[src/hdl/function_call_profiler_table_core_assert.svh]
// Assertion macros for the profiler table RTL.
`ifndef FUNCTION_CALL_PROFILER_TABLE_CORE_ASSERT_SVH
`define FUNCTION_CALL_PROFILER_TABLE_CORE_ASSERT_SVH

// Condition holding at every edge outside reset.
`define FCP_ASSERT_ALWAYS(lbl, clk, rst_n, cond, msg) \
	lbl: assert property (@(posedge clk) disable iff (!rst_n) (cond)) else $error(msg);

// Antecedent implies consequent in the next cycle.
`define FCP_ASSERT_NEXT(lbl, clk, rst_n, ante, cons, msg) \
	lbl: assert property (@(posedge clk) disable iff (!rst_n) (ante) |=> (cons)) \
		else $error(msg);

`endif

[src/hdl/fcpt_pkg.sv]
`default_nettype none
package fcpt_pkg;
	localparam int unsigned NumSetsDef = 1024;
	localparam int unsigned NumWaysDef = 4;
	localparam int unsigned AddrW      = 48;
	localparam int unsigned TimeW      = 48;
	localparam int unsigned CallW      = 32;
	localparam int unsigned DepthW     = 16;
	localparam int unsigned IdxW       = 12;

	typedef enum logic [1:0] {
		ACT_ENTER = 2'd0,
		ACT_EXIT  = 2'd1,
		ACT_READ  = 2'd2,
		ACT_NONE  = 2'd3
	} action_t;

	typedef enum logic [1:0] {
		ST_OK        = 2'd0,
		ST_FULL      = 2'd1,
		ST_UNMATCHED = 2'd2,
		ST_EMPTY     = 2'd3
	} status_t;

	typedef struct packed {
		logic [1:0]        action;
		logic [AddrW-1:0]  func_addr;
		logic [TimeW-1:0]  timestamp_us;
		logic [IdxW-1:0]   slot_index;
	} in_word_t;

	typedef struct packed {
		logic [1:0]        status;
		logic [AddrW-1:0]  entry_addr;
		logic [CallW-1:0]  call_count;
		logic [TimeW-1:0]  elapsed_us;
		logic [DepthW-1:0] nest_depth;
	} out_word_t;

	// Table entry contents (valid bit kept apart).
	typedef struct packed {
		logic [AddrW-1:0]  addr;
		logic [CallW-1:0]  calls;
		logic [DepthW-1:0] depth;
		logic [TimeW-1:0]  entry_time;
		logic [TimeW-1:0]  elapsed;
	} entry_t;
endpackage
`default_nettype wire

[src/hdl/fcpt_front.sv]
`default_nettype none
// Accepts words and queues them toward the table engine (2-entry FIFO).
module fcpt_front (
	input  wire                      clk,
	input  wire                      arst_n,
	input  wire                      push,
	output logic                     full,
	input  wire fcpt_pkg::in_word_t  in_word,
	output logic                     q_valid,
	input  wire                      q_take,
	output fcpt_pkg::in_word_t       q_word
);
	fcpt_pkg::in_word_t mem_q [2];
	logic       wp_q, rp_q;
	logic [1:0] cnt_q;
	logic       do_push, do_pop;

	assign full    = (cnt_q == 2'd2);
	assign q_valid = (cnt_q != 2'd0);
	assign q_word  = mem_q[rp_q];
	assign do_push = push && !full;
	assign do_pop  = q_take && q_valid;

	always_ff @(posedge clk or negedge arst_n) begin
		if (!arst_n) begin
			wp_q  <= 1'b0;
			rp_q  <= 1'b0;
			cnt_q <= 2'd0;
		end else begin
			if (do_push) wp_q <= ~wp_q;
			if (do_pop)  rp_q <= ~rp_q;
			cnt_q <= cnt_q + {1'b0, do_push} - {1'b0, do_pop};
		end
	end

	always_ff @(posedge clk) begin
		if (do_push) mem_q[wp_q] <= in_word;
	end
endmodule
`default_nettype wire

[config.mk]
export PLATFORM = sky130hd
export DESIGN_NAME = fcpt_front
export DESIGN_NICKNAME = d
export VERILOG_FILES = /design/src/hdl/function_call_profiler_table_core_assert.svh /design/src/hdl/fcpt_pkg.sv /design/src/hdl/fcpt_front.sv
export SDC_FILE = /design/constraint.sdc
export NUM_CORES = 1
export LEC_CHECK = 0
export BUFFER_PORTS_ARGS = -buffer_cell sky130_fd_sc_hd__buf_4
export CORE_ASPECT_RATIO = 1.4
export CORE_MARGIN = 2
export CORE_UTILIZATION = 40
export CTS_CLUSTER_SIZE = 40
export DETAILED_ROUTE_END_ITERATION = 8
export PLACE_DENSITY = 0.67
export SLEW_MARGIN = 20
export SYNTH_ARGS = -nofsm -noshare
export SYNTH_HDL_FRONTEND = slang
export SYNTH_SLANG_ARGS = --single-unit
[constraint.sdc]
create_clock -name clk -period 6.5 [get_ports clk]
set_input_delay 0 -clock clk [delete_from_list [all_inputs] [get_ports clk]]
set_output_delay 0 -clock clk [all_outputs]
set_load 0.01 [all_outputs]
==> impl_metrics.xml <==
<?xml version="1.0" encoding="UTF-8"?>
<metrics>
  <group name="outcome">
    <metric name="run_status" unit="">complete, no violations</metric>
  </group>
  <group name="floorplanning">
    <metric name="placementRows" unit="">61</metric>
    <metric name="vertical_die_dimension" unit="µm">173</metric>
    <metric name="floorplan.io_pins" unit="">226</metric>
    <metric name="initial_standard_cell_utilization_of_the_core" unit="">0.410</metric>
    <metric name="die_area" unit="µm²">21600</metric>
    <metric name="core" unit="µm²">19900</metric>
    <metric name="die_width" unit="µm">125</metric>
  </group>
  <group name="grt">
    <metric name="grtUsageMet3" unit="">0.0275</metric>
    <metric name="groute.layer.met2.usage" unit="">0.310</metric>
    <metric name="antenna_found_initial" unit="">2</metric>
    <metric name="global_route_wire_length_before_repair" unit="µm">27000</metric>
    <metric name="met1_usage" unit="">0.160</metric>
    <metric name="via_count_of_the_first_global_routing_pass" unit="">5114</metric>
    <metric name="globalRoute.totalOverflow" unit="">0</metric>
    <metric name="grt_max_degree" unit="">69</metric>
    <metric name="gr-max-usage-layer" unit="">met2</metric>
    <metric name="groute.usage.overall" unit="">0.159</metric>
  </group>
  <group name="synthesis">
    <metric name="synth_instances" unit="">360</metric>
    <metric name="synth_seq_area_share" unit="">0.821</metric>
    <metric name="synth.top_cell.area_share" unit="">0.809</metric>
    <metric name="syn-cell-area" unit="µm²">8170</metric>
    <metric name="ys_ff_latch" unit="">224</metric>
    <metric name="synthDistinctLibCells" unit="">15</metric>
    <metric name="post_synth_main_area_contributors" unit="">edfxtp_1 (81%), mux2_2 (15%), buf_6 (1.4%), dfrtp_1 (1.2%), xnor2_1 (0.32%)</metric>
    <metric name="synthXorXnorAreaFrac" unit="">0.00429</metric>
    <metric name="synth-warning-count" unit="">0</metric>
    <metric name="synthDominantAreaCellType" unit="">edfxtp_1</metric>
    <metric name="syn_nets" unit="">476</metric>
    <metric name="post_synth_fa_ha_maj_area_fraction" unit="">0.00306</metric>
    <metric name="yosys-mux-area-fraction" unit="">0.152</metric>
    <metric name="syn_avg_cell_area" unit="µm²">22.7</metric>
    <metric name="yosys.area_share.simple" unit="">0.00429</metric>
    <metric name="combinational_family_with_the_most_area_after_synthesis" unit="">multiplexers</metric>
    <metric name="synth_compound_area_frac" unit="">0</metric>
  </group>
  <group name="final_layout">
    <metric name="final_area" unit="µm²">11900</metric>
    <metric name="fillerInstances" unit="">1440</metric>
    <metric name="layout-drive-gt1-share" unit="">0.509</metric>
    <metric name="area.sequential" unit="µm²">6710</metric>
    <metric name="multi_input_area" unit="µm²">1350</metric>
    <metric name="mostFrequentLayoutCells" unit="">buf_4 (229), edfxtp_1 (220), dlygate4sd3_1 (114)</metric>
    <metric name="nets" unit="">830</metric>
    <metric name="layout_stage_area_growth_over_the_synthesis_result" unit="%">45.8</metric>
    <metric name="layout_commonest_cell" unit="">buf_4</metric>
  </group>
  <group name="cts">
    <metric name="cts_repair_resize_count" unit="">0</metric>
    <metric name="path_clk_slew" unit="ns">0.06</metric>
    <metric name="clock_latency_on_the_worst_skew_pair" unit="ns">0.48</metric>
    <metric name="cts_hold_buffers" unit="">114</metric>
    <metric name="number_of_buffers_created_by_cts" unit="">21</metric>
    <metric name="number_of_sinks_on_the_clock_net" unit="">224</metric>
    <metric name="cts.repair_timing.setup_buffer_count" unit="">0</metric>
    <metric name="clock_tree.htree_level_count" unit="">1</metric>
    <metric name="clock_tree.root_cell" unit="">clkbuf_16</metric>
    <metric name="tritoncts" unit="">done</metric>
    <metric name="clock_path_buffers" unit="">3</metric>
  </group>
  <group name="sta">
    <metric name="report.final.slew_viol_count" unit="">0</metric>
    <metric name="worst_pin_slew" unit="ns">0.924</metric>
    <metric name="worst_slew_margin_rel" unit="">0.384</metric>
    <metric name="finalWorstPathRequiredPeriod" unit="ns">2.74</metric>
    <metric name="setup_tns" unit="ns">0</metric>
    <metric name="worst_clock_skew" unit="ns">0.00577</metric>
    <metric name="timing.final.crit_share" unit="">0.421</metric>
    <metric name="max_freq" unit="MHz">366</metric>
    <metric name="finalHoldViolCount" unit="">0</metric>
    <metric name="rsz0062_at_grt" unit="">no</metric>
    <metric name="timing.final.setup_violations" unit="">0</metric>
  </group>
  <group name="setup_path">
    <metric name="timing.critical_path.required" unit="ns">6.50</metric>
    <metric name="crit_cells" unit="">3</metric>
    <metric name="worstPathCellList" unit="">buf_4, mux2_2, buf_4</metric>
    <metric name="critical_path.n_buffers_inverters" unit="">2</metric>
    <metric name="timing.critical_path.mode_cell" unit="">buf_4</metric>
    <metric name="reg2reg_from" unit="">cnt_q[1]</metric>
    <metric name="cp_max_fanout" unit="">63</metric>
    <metric name="arrival" unit="ns">2.74</metric>
    <metric name="timing.critical_path.max_delay_family" unit="">buffers and inverters</metric>
    <metric name="timing.reg2reg.worst_path_depth" unit="">5</metric>
    <metric name="r2r_end" unit="">mem_q[0][5]</metric>
    <metric name="regToRegSetupSlack" unit="ns">3.96</metric>
    <metric name="timing_worst_setup_path_type" unit="">reg2out</metric>
    <metric name="critPathCaptureType" unit="">output pin</metric>
    <metric name="cp_slowest_stage_delay" unit="ns">0.85</metric>
    <metric name="slowest_stage" unit="">dfrtp_4</metric>
    <metric name="worst_setup_start_kind" unit="">flip-flop</metric>
  </group>
  <group name="pwr">
    <metric name="clkPwrFrac" unit="">0.244</metric>
    <metric name="power.net_switching" unit="mW">1.35</metric>
    <metric name="combinationalPowerShare" unit="">0.321</metric>
    <metric name="vdd_ir_drop_max" unit="V">0.000266</metric>
    <metric name="p_per_area" unit="nW/µm²">407</metric>
    <metric name="power.share.sequential" unit="">0.435</metric>
    <metric name="cellLeakagePower" unit="nW">4.48</metric>
    <metric name="cell_internal_pwr" unit="mW">3.50</metric>
    <metric name="swShare" unit="">0.278</metric>
  </group>
  <group name="placement">
    <metric name="port_buffers" unit="">225</metric>
    <metric name="globalplace.congestion" unit="">0.725</metric>
    <metric name="dp_hpwl" unit="µm">11100</metric>
    <metric name="placed_cell_area" unit="µm²">10100</metric>
  </group>
  <group name="drt">
    <metric name="num_vias" unit="">4620</metric>
    <metric name="drt-pass1-iter-count" unit="">4</metric>
    <metric name="total_routed_length" unit="µm">17900</metric>
    <metric name="drc" unit="">0</metric>
    <metric name="route.detailed.wl_per_inst" unit="µm">18.2</metric>
    <metric name="via_per_inst" unit="">4.71</metric>
    <metric name="drt-initial-drc-count" unit="">249</metric>
    <metric name="postRouteAntennaNets" unit="">0</metric>
  </group>
  <group name="worst_hold_path">
    <metric name="worst_hold_path_type" unit="">in2reg</metric>
    <metric name="worst_hold_path.num_cells" unit="">2</metric>
    <metric name="timing.hold.worst_endpoint" unit="">mem_q[1][19]</metric>
    <metric name="holdCritStartpoint" unit="">in_word[19]</metric>
  </group>
  <group name="flow_run">
    <metric name="max-cap-violations" unit="">0</metric>
  </group>
</metrics>
## layout make-up
class	count	area share
Inverter	2	0.000630
Sequential cell	224	0.563
Multi-Input combinational cell	122	0.113
Timing Repair Buffer	343	0.240
Clock buffer	24	0.0451
Tap cell	252	0.0265
Antenna cell	2	0.000420
Clock inverter	12	0.0108
## Yosys cell counts
cell type,number
edfxtp_1,220
mux2_2,110
buf_6,10
dfrtp_1,4
xnor2_1,3
buf_2,2
ha_1,2
inv_1,2
and2_4,1
and3_1,1
nand2_1,1
nand2b_1,1
nor2_1,1
or2_2,1
xor2_1,1
## logic make-up after synthesis
kind of cell,Yosys count
adder cells (fa/ha/maj),2
buffers and inverters,14
AND/OR/NAND/NOR,6
XOR/XNOR,4
multiplexers,110
flip-flops,224
## layer usage
metal,vias up,wire length (µm)
li1,2136,-
met1,2277,6030
met2,157,10200
met3,50,821
met4,0,843
met5,-,0
## registers in the layout, indices dropped and copies added (netlist names)
name / count
mem_q: 220
rp_q: 1
wp_q: 1
cnt_q: 2
## through the flow
step           power, mW  setup WS [ns]   util  hold slack (ns)  instances
3_3_place_gp        3.62           4.00  0.507           -0.202        829
2_1_floorplan       3.00          0.756      -           -0.296        360
5_1_grt             5.07           3.58  0.598            0.236        981
4_1_cts             4.91           3.68  0.598            0.225        979
6_report            4.85           3.76  0.598            0.243        981
3_5_place_dp        3.66           3.92  0.507           -0.199        829
## how the worst max path moves through the flow
stage                  start             to
floorplan           cnt_q[1]    mem_q[0][0]
finish                  rp_q      q_word[5]
global route            rp_q     q_word[87]
CTS                     rp_q     q_word[34]
detailed placement  cnt_q[1]  mem_q[0][105]
global placement    cnt_q[1]   mem_q[0][25]
## worst register-to-register path, delay by kind of cell, from the launching register on
kind	cells	cell delay, ns
buffers and inverters	2	1.32
DFF	1	0.40
and+or+nand+nor	3	0.38
## power groups by stage
stage / sequential, mW / clock (mW) / combinational [mW]
after floorplan: 2.10 / 0 / 0.901
after global placement: 2.12 / 0 / 1.49
after detailed placement: 2.14 / 0 / 1.51
after CTS: 2.12 / 1.22 / 1.58
after global routing: 2.14 / 1.27 / 1.65
final: 2.11 / 1.19 / 1.55
Note: power is estimated with default switching activity, not from simulation.
